File: config.mk
export PLATFORM = sky130hd
export DESIGN_NAME = tkmh_cell
export DESIGN_NICKNAME = d
export VERILOG_FILES = /design/src/design/tkmh_pkg.sv /design/src/design/tkmh_cell.sv
export SDC_FILE = /design/constraint.sdc
export NUM_CORES = 1
export LEC_CHECK = 0
export ABC_CLOCK_PERIOD_IN_PS = 7200
export BUFFER_PORTS_ARGS = -buffer_cell sky130_fd_sc_hd__buf_2
export CAP_MARGIN = 10
export CORE_ASPECT_RATIO = 0.5
export CORE_MARGIN = 4
export CORE_UTILIZATION = 40
export DETAILED_ROUTE_END_ITERATION = 16
export PLACE_DENSITY = 0.8
export SLEW_MARGIN = 20
export SYNTH_ARGS = -nofsm -noshare
export SYNTH_HDL_FRONTEND = slang
export SYNTH_SLANG_ARGS = --single-unit
File: constraint.sdc
create_clock -name clk -period 7.2 [get_ports clk]
set_input_delay 2.16 -clock clk [delete_from_list [all_inputs] [get_ports clk]]
set_output_delay 2.16 -clock clk [all_outputs]
set_load 0.005 [all_outputs]
File: src/design/tkmh_pkg.sv
`timescale 1ns / 1ps

package tkmh_pkg;

	localparam int SPEED_W   = 17;
	localparam int EFF_W     = 27;
	localparam int LIMIT_W   = 11;
	localparam int SCORE_W   = 54;
	localparam int MOD_W     = 30;
	localparam int RED_SHIFT = 29;
	localparam int Q_W       = SCORE_W - RED_SHIFT;
	localparam int REM_W     = MOD_W + 2;

	localparam logic [SCORE_W-1:0] SCORE_MAX = {SCORE_W{1'b1}};
	localparam logic [MOD_W-1:0]   SCORE_MOD = 30'd1000000007;
	localparam logic [Q_W-1:0]     MOD_RECIP = Q_W'((64'd1 << SCORE_W) / 64'(SCORE_MOD));
	localparam logic [REM_W-1:0]   MOD_X1    = REM_W'(SCORE_MOD);
	localparam logic [REM_W-1:0]   MOD_X2    = MOD_X1 << 1;

	typedef struct packed {
		logic [SPEED_W-1:0] speed;
		logic [EFF_W-1:0]   efficiency;
		logic               last_item;
	} in_item_t;

	typedef struct packed {
		logic [SCORE_W-1:0] best_score;
		logic [MOD_W-1:0]   best_score_mod;
		logic               final_result;
	} out_item_t;

	typedef struct packed {
		logic               push;
		logic               pop;
		logic [SPEED_W-1:0] value;
	} cell_op_t;

endpackage

File: src/design/tkmh_cell.sv
`timescale 1ns / 1ps

module tkmh_cell #(
	parameter int IDX   = 0,
	parameter int CNT_W = 11
) (
	input  logic                           clk,
	input  tkmh_pkg::cell_op_t             op,
	input  logic [CNT_W-1:0]               count,
	input  logic [tkmh_pkg::SPEED_W-1:0]   left_val,
	input  logic                           left_gt,
	input  logic [tkmh_pkg::SPEED_W-1:0]   right_val,
	output logic [tkmh_pkg::SPEED_W-1:0]   val,
	output logic                           gt
);

	logic [tkmh_pkg::SPEED_W-1:0] val_q;
	logic                         occupied;

	// empty cells act as larger than any speed
	assign occupied = count > CNT_W'(IDX);
	assign gt       = !occupied || (val_q > op.value);
	assign val      = val_q;

	always_ff @(posedge clk) begin
		if (op.push) begin
			if (gt) begin
				val_q <= left_gt ? left_val : op.value;
			end
		end else if (op.pop) begin
			val_q <= right_val;
		end
	end

endmodule

==> results.py <==
metrics = {
    "timing": {
        "rsz0062_at_grt": "no",
        "layout_min_cycle_time_ns": 6.03,
        "setup_viol": 0,
        "fin_tns_setup_ns": 0,
        "final.period_utilization_pct": 83.8,
        "tightest_slew_ns": 0.587,
        "whs_ns": 1.33,
        "finalMaxSlewViolations": 0,
        "slew_headroom_pct": 60.9,
        "fmax_mhz": 166,
        "hold_violations": 0,
        "fin_skew_ns": 0.00857,
    },
    "worst_setup_path": {
        "critPathSlowestCell": "nor4_1",
        "cp_common_cell": "buf_2",
        "crit_path_end_kind": "primary output",
        "cp_top_family": "simple AND/OR/NAND/NOR gates",
        "path_max_fanout": 3,
        "worstSetupPathType": "in -> out",
        "cp_cell_sequence": "buf_2, inv_1, ha_1, nand4_1, nor4_1, nand3_1, o31a_1, or2_1, buf_2",
        "reg2reg_depth": 6,
        "cp-start-kind": "primary input",
        "critPathArrivalTime_ns": 3.87,
        "slowest_delay_ns": 0.49,
        "cp.depth": 9,
        "path_buf_inv": 3,
        "crit_required_ns": 5.04,
    },
    "global_route": {
        "grt_pass1_wl_mm": 5.16,
        "gr-usage-all-layers_pct": 14.9,
        "first_global_vias": 1235,
        "grt_max_degree": 37,
        "overflow": 0,
        "antenna_found_initial": 0,
    },
    "synthesis": {
        "synth_cell_types": 23,
        "synth_edf_count": 17,
        "ys_ff_latch": 17,
        "seq_area_frac_synth_pct": 38.3,
        "synth_area_mm2": 0.00133,
        "synth_fp_nets": 223,
        "synth_top_area_cell": "edfxtp_1",
        "synthCells": 140,
        "ys.flop_type": "edfxtp_1",
        "synthMuxAreaShare_pct": 12.8,
        "synth_top_cells_by_count": "a21oi_1, nor2_1",
        "syn_area_per_cell_um2": 9.51,
        "synth_top_area_share_pct": 38.3,
        "synth-compound-area-share_pct": 13.5,
        "async_flop_share_pct": 0,
        "synth_fa_ha_area_share_pct": 16.0,
        "synth.most_common_cell": "a21oi_1",
        "yosys_warnings": 0,
        "synthXorXnorAreaFrac_pct": 0,
        "synth_simple_gate_area_share_pct": 12.7,
        "synth_top_family_by_area": "adder cells",
        "yosys-top-cells-area": "edfxtp_1, ha_1, mux2i_1",
    },
    "route": {
        "first_pass_iters": 4,
        "wl_mm": 3.22,
        "num_vias": 1282,
        "drt_iter0_drc": 23,
        "wl_per_cell_um": 12.4,
        "drc": 0,
        "via_per_inst": 4.91,
        "ant_nets": 0,
    },
    "power": {
        "p_leak_nw": 0.949,
        "ir_drop_mv": 0.0938,
        "fin_total_pwr_w": 0.000291,
        "p_per_area_mw_per_mm2": 160,
    },
    "clock_tree": {
        "insertion_delay_ns": 0.26,
        "cts_buffers": 3,
        "cts_buffer_depth": 2,
        "h-tree-depth": 1,
        "cts_root_buffer": "clkbuf_8",
        "postCtsSetupBuffers": 0,
        "clk_pin_slew_ns": 0.07,
        "cts_tree": "yes",
        "cts_resized": 0,
        "clkSinkCount": 17,
        "cts_hold_buf": 0,
    },
    "cells_and_area": {
        "largest_register_ffs": 17,
        "insertedDiodeCount": 0,
        "final_nets": 305,
        "design_area_mm2": 0.00182,
        "drive_above_1_share_pct": 40.3,
        "synthToLayoutAreaGrowth_pct": 36.5,
        "fill_cells": 290,
    },
    "outcome": {
        "outcome": "completed",
    },
    "floorplan": {
        "initial_core_util_pct": 42.9,
        "core_mm2": 0.00310,
        "die_w_um": 89.6,
        "die_area_mm2": 0.00437,
        "rows": 14,
        "ios": 84,
        "die_h_um": 48.8,
    },
    "flow_run": {
        "drv_cap": 0,
    },
    "min_path": {
        "holdPathStages": 5,
        "min_path_type": "reg -> reg",
    },
    "placed_design": {
        "gp_congestion": 0.735,
        "dpl_cell_area_mm2": 0.00177,
        "io_buffers": 83,
        "dp_hpwl_mm": 2.70,
    },
}
[per-layer routing]
metal | up-vias | global-route usage, % | wire length [µm]
met1 | 575 | 18.9 | 1390
met2 | 35 | 26.0 | 1600
met5 | - | 0 | 0
met3 | 3 | 3.71 | 214
met4 | 0 | 2.23 | 12
li1 | 669 | - | -
[metrics by stage]
stage	utilization [%]	instances	setup slack, ns
6_report	58.6	261	1.17
5_1_grt	58.6	261	1.03
4_1_cts	58.6	261	1.19
3_5_place_dp	57.1	257	1.21
3_3_place_gp	57.1	257	1.20
2_1_floorplan	-	140	1.57
[worst min-delay path: cells and delay by family (launching register included)]
| family | cells | cell delay [ns] |
|---|---|---|
| simple gates | 1 | 0.06 |
| buf+inv | 1 | 0.07 |
| flops | 1 | 0.38 |
| fa+ha+maj | 1 | 0.11 |
| compound gates | 2 | 0.50 |
[placed cells by master (no fill, tap or decap), drive strengths merged, types with 3 or more instances in the layout]
cell    Yosys  final
nand2       4      4
buf         2     83
a21oi      23     23
nor2       18     18
inv        17     17
mux2i      17     17
edfxtp     17     17
clkbuf      4      4
nand4       3      3
nand3       3      3
ha         17     17
nor4        4      4
[area by class of cell]
| class | count | area [µm²] | share of cell area, % |
|---|---|---|---|
| multi-input combinational | 100 | 732 | 40.3 |
| sequential | 17 | 510 | 28.1 |
| timing repair buffer | 83 | 415 | 22.9 |
| inverter | 17 | 63.8 | 3.51 |
| tap | 40 | 50.0 | 2.75 |
| clock buffer | 4 | 45.0 | 2.48 |
[final timing paths]
| check | from | end | slack (ns) |
|---|---|---|---|
| setup / recovery | op[15] | gt | 1.17 |
| hold / removal | val[0] | val[5] | 1.33 |
| setup reg to reg | val[16] | val[13] | 4.70 |
| hold reg to reg | val[0] | val[5] | 1.33 |
[logic make-up after synthesis]
group,Yosys count
AND/OR/NAND/NOR,36
AO/OA/AOI/OAI,30
buffers and inverters,23
multiplexers,17
adder cells (fa/ha/maj),17
flip-flops,17
[where the power goes]
part           switching, W  leakage (nW)  total (W)  internal, W
Combinational     0.0000434         0.762  0.0000872    0.0000438
Clock             0.0000344        0.0228  0.0000738    0.0000394
Sequential       0.00000577         0.165   0.000130     0.000124
Total             0.0000836         0.949   0.000291     0.000208
No activity file was read; power rests on OpenSTA's default activity.
