### src/design/tkmh_pkg.sv
`timescale 1ns / 1ps

package tkmh_pkg;

	localparam int SPEED_W   = 17;
	localparam int EFF_W     = 27;
	localparam int LIMIT_W   = 11;
	localparam int SCORE_W   = 54;
	localparam int MOD_W     = 30;
	localparam int RED_SHIFT = 29;
	localparam int Q_W       = SCORE_W - RED_SHIFT;
	localparam int REM_W     = MOD_W + 2;

	localparam logic [SCORE_W-1:0] SCORE_MAX = {SCORE_W{1'b1}};
	localparam logic [MOD_W-1:0]   SCORE_MOD = 30'd1000000007;
	localparam logic [Q_W-1:0]     MOD_RECIP = Q_W'((64'd1 << SCORE_W) / 64'(SCORE_MOD));
	localparam logic [REM_W-1:0]   MOD_X1    = REM_W'(SCORE_MOD);
	localparam logic [REM_W-1:0]   MOD_X2    = MOD_X1 << 1;

	typedef struct packed {
		logic [SPEED_W-1:0] speed;
		logic [EFF_W-1:0]   efficiency;
		logic               last_item;
	} in_item_t;

	typedef struct packed {
		logic [SCORE_W-1:0] best_score;
		logic [MOD_W-1:0]   best_score_mod;
		logic               final_result;
	} out_item_t;

	typedef struct packed {
		logic               push;
		logic               pop;
		logic [SPEED_W-1:0] value;
	} cell_op_t;

endpackage

### src/design/tkmh_mod_unit.sv
`timescale 1ns / 1ps

module tkmh_mod_unit (
	input  logic                           clk,
	input  logic                           arst_n,
	input  logic                           start,
	input  logic [tkmh_pkg::SCORE_W-1:0]   operand,
	output logic                           busy,
	output logic [tkmh_pkg::MOD_W-1:0]     result
);

	logic                                        run_s1;
	logic                                        run_s2;
	logic [tkmh_pkg::REM_W-1:0]                  x_s1;
	logic [tkmh_pkg::Q_W-1:0]                    q_s1;
	logic [tkmh_pkg::REM_W-1:0]                  qp_s2;
	logic [tkmh_pkg::REM_W-1:0]                  rem_s3;
	logic [2*tkmh_pkg::Q_W-1:0]                  recip_prod;
	logic [tkmh_pkg::Q_W+tkmh_pkg::MOD_W-1:0]    qp_full;
	logic [tkmh_pkg::REM_W-1:0]                  rem_red;

	assign busy = run_s1 || run_s2;

	// quotient estimate from the top bits, at most two short
	assign recip_prod = {{tkmh_pkg::Q_W{1'b0}}, operand[tkmh_pkg::SCORE_W-1:tkmh_pkg::RED_SHIFT]}
	                    * {{tkmh_pkg::Q_W{1'b0}}, tkmh_pkg::MOD_RECIP};
	assign qp_full    = {{tkmh_pkg::MOD_W{1'b0}}, q_s1}
	                    * {{tkmh_pkg::Q_W{1'b0}}, tkmh_pkg::SCORE_MOD};

	always_comb begin
		priority if (rem_s3 >= tkmh_pkg::MOD_X2) begin
			rem_red = rem_s3 - tkmh_pkg::MOD_X2;
		end else if (rem_s3 >= tkmh_pkg::MOD_X1) begin
			rem_red = rem_s3 - tkmh_pkg::MOD_X1;
		end else begin
			rem_red = rem_s3;
		end
	end

	assign result = rem_red[tkmh_pkg::MOD_W-1:0];

	always_ff @(posedge clk or negedge arst_n) begin
		if (!arst_n) begin
			run_s1 <= 1'b0;
			run_s2 <= 1'b0;
		end else begin
			run_s1 <= start;
			run_s2 <= run_s1;
		end
	end

	always_ff @(posedge clk) begin
		if (start) begin
			x_s1 <= operand[tkmh_pkg::REM_W-1:0];
			q_s1 <= recip_prod[2*tkmh_pkg::Q_W-1:tkmh_pkg::Q_W];
		end
		if (run_s1) begin
			qp_s2 <= qp_full[tkmh_pkg::REM_W-1:0];
		end
		if (run_s2) begin
			rem_s3 <= x_s1 - qp_s2;
		end
	end

endmodule
### config.mk
export PLATFORM = sky130hd
export DESIGN_NAME = tkmh_mod_unit
export DESIGN_NICKNAME = d
export VERILOG_FILES = /design/src/design/tkmh_pkg.sv /design/src/design/tkmh_mod_unit.sv
export SDC_FILE = /design/constraint.sdc
export NUM_CORES = 1
export LEC_CHECK = 0
export BUFFER_PORTS_ARGS = -buffer_cell sky130_fd_sc_hd__buf_2
export CORE_MARGIN = 2
export CORE_UTILIZATION = 35
export DETAILED_ROUTE_END_ITERATION = 16
export PLACE_DENSITY = 0.48
export SLEW_MARGIN = 20
export SYNTH_ARGS = -nofsm -noshare
export SYNTH_HDL_FRONTEND = slang
export SYNTH_SLANG_ARGS = --single-unit
### constraint.sdc
create_clock -name clk -period 15.95 [get_ports clk]
set_clock_uncertainty 0.2 [all_clocks]
set_input_delay 1.595 -clock clk [delete_from_list [all_inputs] [get_ports clk]]
set_output_delay 1.595 -clock clk [all_outputs]
set_load 0.005 [all_outputs]
==> results.md <==
- Worst rel slew slack: 0.453
- Post-layout instance count excluding filler cells: 3267
- Buf/Inv on CP: 5
- Number of maximum-capacitance constraint violations: 0
- Crit-path cells: buf_2 -> fa_1 -> fa_1 -> ha_1 -> inv_1 -> fa_1 -> inv_1 -> fa_1 -> fa_1 -> inv_1 -> fa_1 -> inv_1 -> ha_1 -> a21oi_1 -> o21ai_0 -> a2111oi_0 -> nand2_1 -> o21ai_0 -> o21ai_1 -> a31oi_1 -> o21ai_0 -> xor2_1
- Number of synthesized flops with an enable pin: 121
- Final period util: 0.501
- Hold Buf Count CTS: 0
- Sequential cell area in the final layout: 3680 µm²
- Wire length of the first global-routing pass: 91200 µm
- Die Ht: 261 µm
- Actual transition at the worst max-transition pin: 0.820 ns
- Fin Setup TNS: 0 ns
- Synthesized area divided by synthesized cell count: 10.1 µm²
- Count of instances resized after the clock tree is built: 0
- Floorplan core area: 65600 µm²
- Most frequent cells in the layout: sky130_fd_sc_hd__inv_1 (647), sky130_fd_sc_hd__ha_1 (471), sky130_fd_sc_hd__fa_1 (332), sky130_fd_sc_hd__edfxtp_1 (121), sky130_fd_sc_hd__a21oi_1 (101)
- Max stage delay cell, worst path: sky130_fd_sc_hd__fa_1
- Worst endpoint required time: 15.95 ns
- Via count of the first global-routing pass: 16700
- Post-CTS setup buffer count: 0
- Diode insertion count for antenna repair: 0
- Number of nets in the synthesized netlist: 3155
- Count of final setup violators: 0
- Arrival time reported for the critical path endpoint: 7.99 ns
- Clock buffer count from CTS: 17
- Synthesis-stage register bit count: 123
- Initial DRC count: 717
- Clk buf depth: 2
- Wirelength per Cell: 17.4 µm
- Number of failing hold endpoints at the final stage: 0
- Top-level I/O count: 88
- Nets: 3250
- Worst-path clk slew: 0.08 ns
- Global-route met3 utilization: 0.0173
- CTS H-Tree Depth: 4
- Length in cells of the worst reg-to-reg path: 22
- Class of the most critical setup path: in2reg
- Sequential area share after synthesis: 0.159
- Source-to-sink clock delay at the later pin of the worst-skew pair: 0.46 ns
- Row count: 94
- Weighted congestion at the end of routability-driven global placement: 0.906
- Initial standard-cell utilization of the core: 0.353
- Number of antenna violations at the first check in global routing: 1
- Post-layout minimum cycle time: 8.00 ns
- Async set-reset flop share out of synthesis: 0.0163
- Met1 track demand over resource: 0.224
- Worst setup EP type: flop
- Worst setup slack after layout: 7.95 ns
- Pin count of the biggest net entering global routing: 59
- Clock sink total: 123
- Clock root buffer: sky130_fd_sc_hd__clkbuf_16
- Portion of synthesized cell area occupied by the leading cell type: 0.287
- Most common cell after layout, fill and taps aside: sky130_fd_sc_hd__inv_1
- Post-route ant nets: 0
- Clock tree from TritonCTS: built
- Setup repair after global routing missed its margin: no
- Area of the die: 68300 µm²
- Via count: 15500
- Gate family responsible for the most delay along the worst path: adder cells
- Horiz. Die Dim: 261 µm
- Worst hold-check path type: reg2reg
- Number of cells on the worst hold path: 2
- Iteration count of the initial detailed-routing pass: 5
- Total DRC errors in the routed layout: 0
- Run status: finished clean
- Synth area leaders: sky130_fd_sc_hd__fa_1 (29%), sky130_fd_sc_hd__ha_1 (25%), sky130_fd_sc_hd__edfxtp_1 (16%)
- Final Slew Violations: 0
- Avg Vias per Cell: 4.74
- Cell repeated most along the worst path: sky130_fd_sc_hd__fa_1
- Minimum hold slack: 0.475 ns
- GRT Max-Usage Layer: met2
- Total grt overflow: 0
- Post-placement setup slack: 7.39 ns
- Syn-to-layout area delta: 8.93%
- Count of distinct cell types in the synthesized netlist: 72
- Filler cells: 6612
- Fraction of met2 tracks used by global routing: 0.311
- CP startpoint kind: input port
- Placed Cells: 3235
- Highest net fanout along the worst path: 9
- Gate Count Post-Synth: 2295
- Syn Std Cell Area: 23200 µm²
- Delay of the slowest cell on the worst path: 0.60 ns
- Fraction of layout cells with a size suffix above 1: 0.0616
- Placed wire-length estimate after detailed placement: 50000 µm
- GRT Util Overall: 0.175
- Total wirelength of the detailed-routed design: 56700 µm
- Footprint of the multi-input gates: 17000 µm²
- Main synth FF type: sky130_fd_sc_hd__edfxtp_1
- Number of logic stages on the critical path including buffering: 22
- Count of warnings emitted by yosys: 0
- Biggest area consumer among synthesized cells: sky130_fd_sc_hd__fa_1
- Maximum clock frequency: 0.125 GHz
- Total of buffers placed on input and output ports: 87
[metrics by stage]
stage	util	cell area, µm²
3_5_place_dp	0.376	24600
5_1_grt	0.385	25200
4_1_cts	0.385	25200
3_3_place_gp	0.376	24600
2_1_floorplan	-	23200
6_report	0.385	25200
[cells by family (layout without fill, tap and decap cells)]
kind of cell / after synthesis / in the layout / share of synthesized area
buffers and inverters: 665 / 773 / 0.109
DFF: 123 / 123 / 0.159
and+or+nand+nor: 259 / 259 / 0.0539
muxes: 2 / 2 / 0.000864
AOI/OAI and AO/OA: 319 / 319 / 0.0893
adders and majority gates: 803 / 803 / 0.541
xor gates and xnor gates: 124 / 124 / 0.0469
[worst min-delay path: cells and delay by family, from the launching register on]
kind,cells,cell delay (ns)
DFF,1,0.35
adders and majority gates,1,0.13
buffers and inverters,1,0.03
[final timing paths]
path	slack (ns)	startpoint	endpoint
hold reg to reg	0.47	qp_s2[0]$_DFFE_PP_	rem_s3[0]$_DFFE_PP_
min in group asynchronous	0.72	arst_n	run_s1$_DFF_PN0_
setup / recovery	7.95	operand[51]	q_s1[18]$_DFFE_PP_
max in group asynchronous	14.73	arst_n	run_s2$_DFF_PN0_
hold / removal	0.47	qp_s2[0]$_DFFE_PP_	rem_s3[0]$_DFFE_PP_
setup reg to reg	8.70	q_s1[5]$_DFFE_PP_	qp_s2[31]$_DFFE_PP_
[Yosys cell counts, types with 5 or more instances]
library cell and n:
sky130_fd_sc_hd__nand4_1 11, sky130_fd_sc_hd__o22ai_1 6, sky130_fd_sc_hd__ha_1 471, sky130_fd_sc_hd__clkbuf_1 12, sky130_fd_sc_hd__nand2b_1 6, sky130_fd_sc_hd__o211ai_1 10
sky130_fd_sc_hd__a21boi_0 5, sky130_fd_sc_hd__a21o_1 31, sky130_fd_sc_hd__o21ai_1 6, sky130_fd_sc_hd__xor2_1 31, sky130_fd_sc_hd__xnor2_1 93, sky130_fd_sc_hd__a31oi_1 13
sky130_fd_sc_hd__nand3_1 28, sky130_fd_sc_hd__o21a_1 17, sky130_fd_sc_hd__nor3_1 28, sky130_fd_sc_hd__a21oi_1 101, sky130_fd_sc_hd__o21bai_1 7, sky130_fd_sc_hd__o21ai_0 55
sky130_fd_sc_hd__or2_2 7, sky130_fd_sc_hd__nor2_1 66, sky130_fd_sc_hd__fa_1 332, sky130_fd_sc_hd__a211o_1 7, sky130_fd_sc_hd__nor2b_1 13, sky130_fd_sc_hd__nand2_1 69
sky130_fd_sc_hd__a211oi_1 12, sky130_fd_sc_hd__and3_1 8, sky130_fd_sc_hd__inv_1 647, sky130_fd_sc_hd__a31o_2 7, sky130_fd_sc_hd__o31ai_1 5, sky130_fd_sc_hd__edfxtp_1 121
[registers in the layout (all words and copies together) (netlist names)]
signal,cells
qp_s2,32
rem_s3,32
x_s1,32
q_s1,25
run_s1,1
run_s2,1
[layout make-up]
class	instances	area share
clock buffer	19	0.0172
clock inverter	13	0.00620
inverter	647	0.0962
multi-input combinational	1507	0.672
sequential	123	0.146
tap	864	0.0428
timing repair buffer	94	0.0193
[metal layers]
metal / share of wire / vias up
li1: - / 7599
met1: 0.46 / 7619
met2: 0.50 / 222
met3: 0.022 / 53
met4: 0.022 / 2
met5: 0.00023 / -
Power is left out: the tool's default activity adds up to more than one toggle a clock period on the data nets, which glitch-free logic cannot reach.
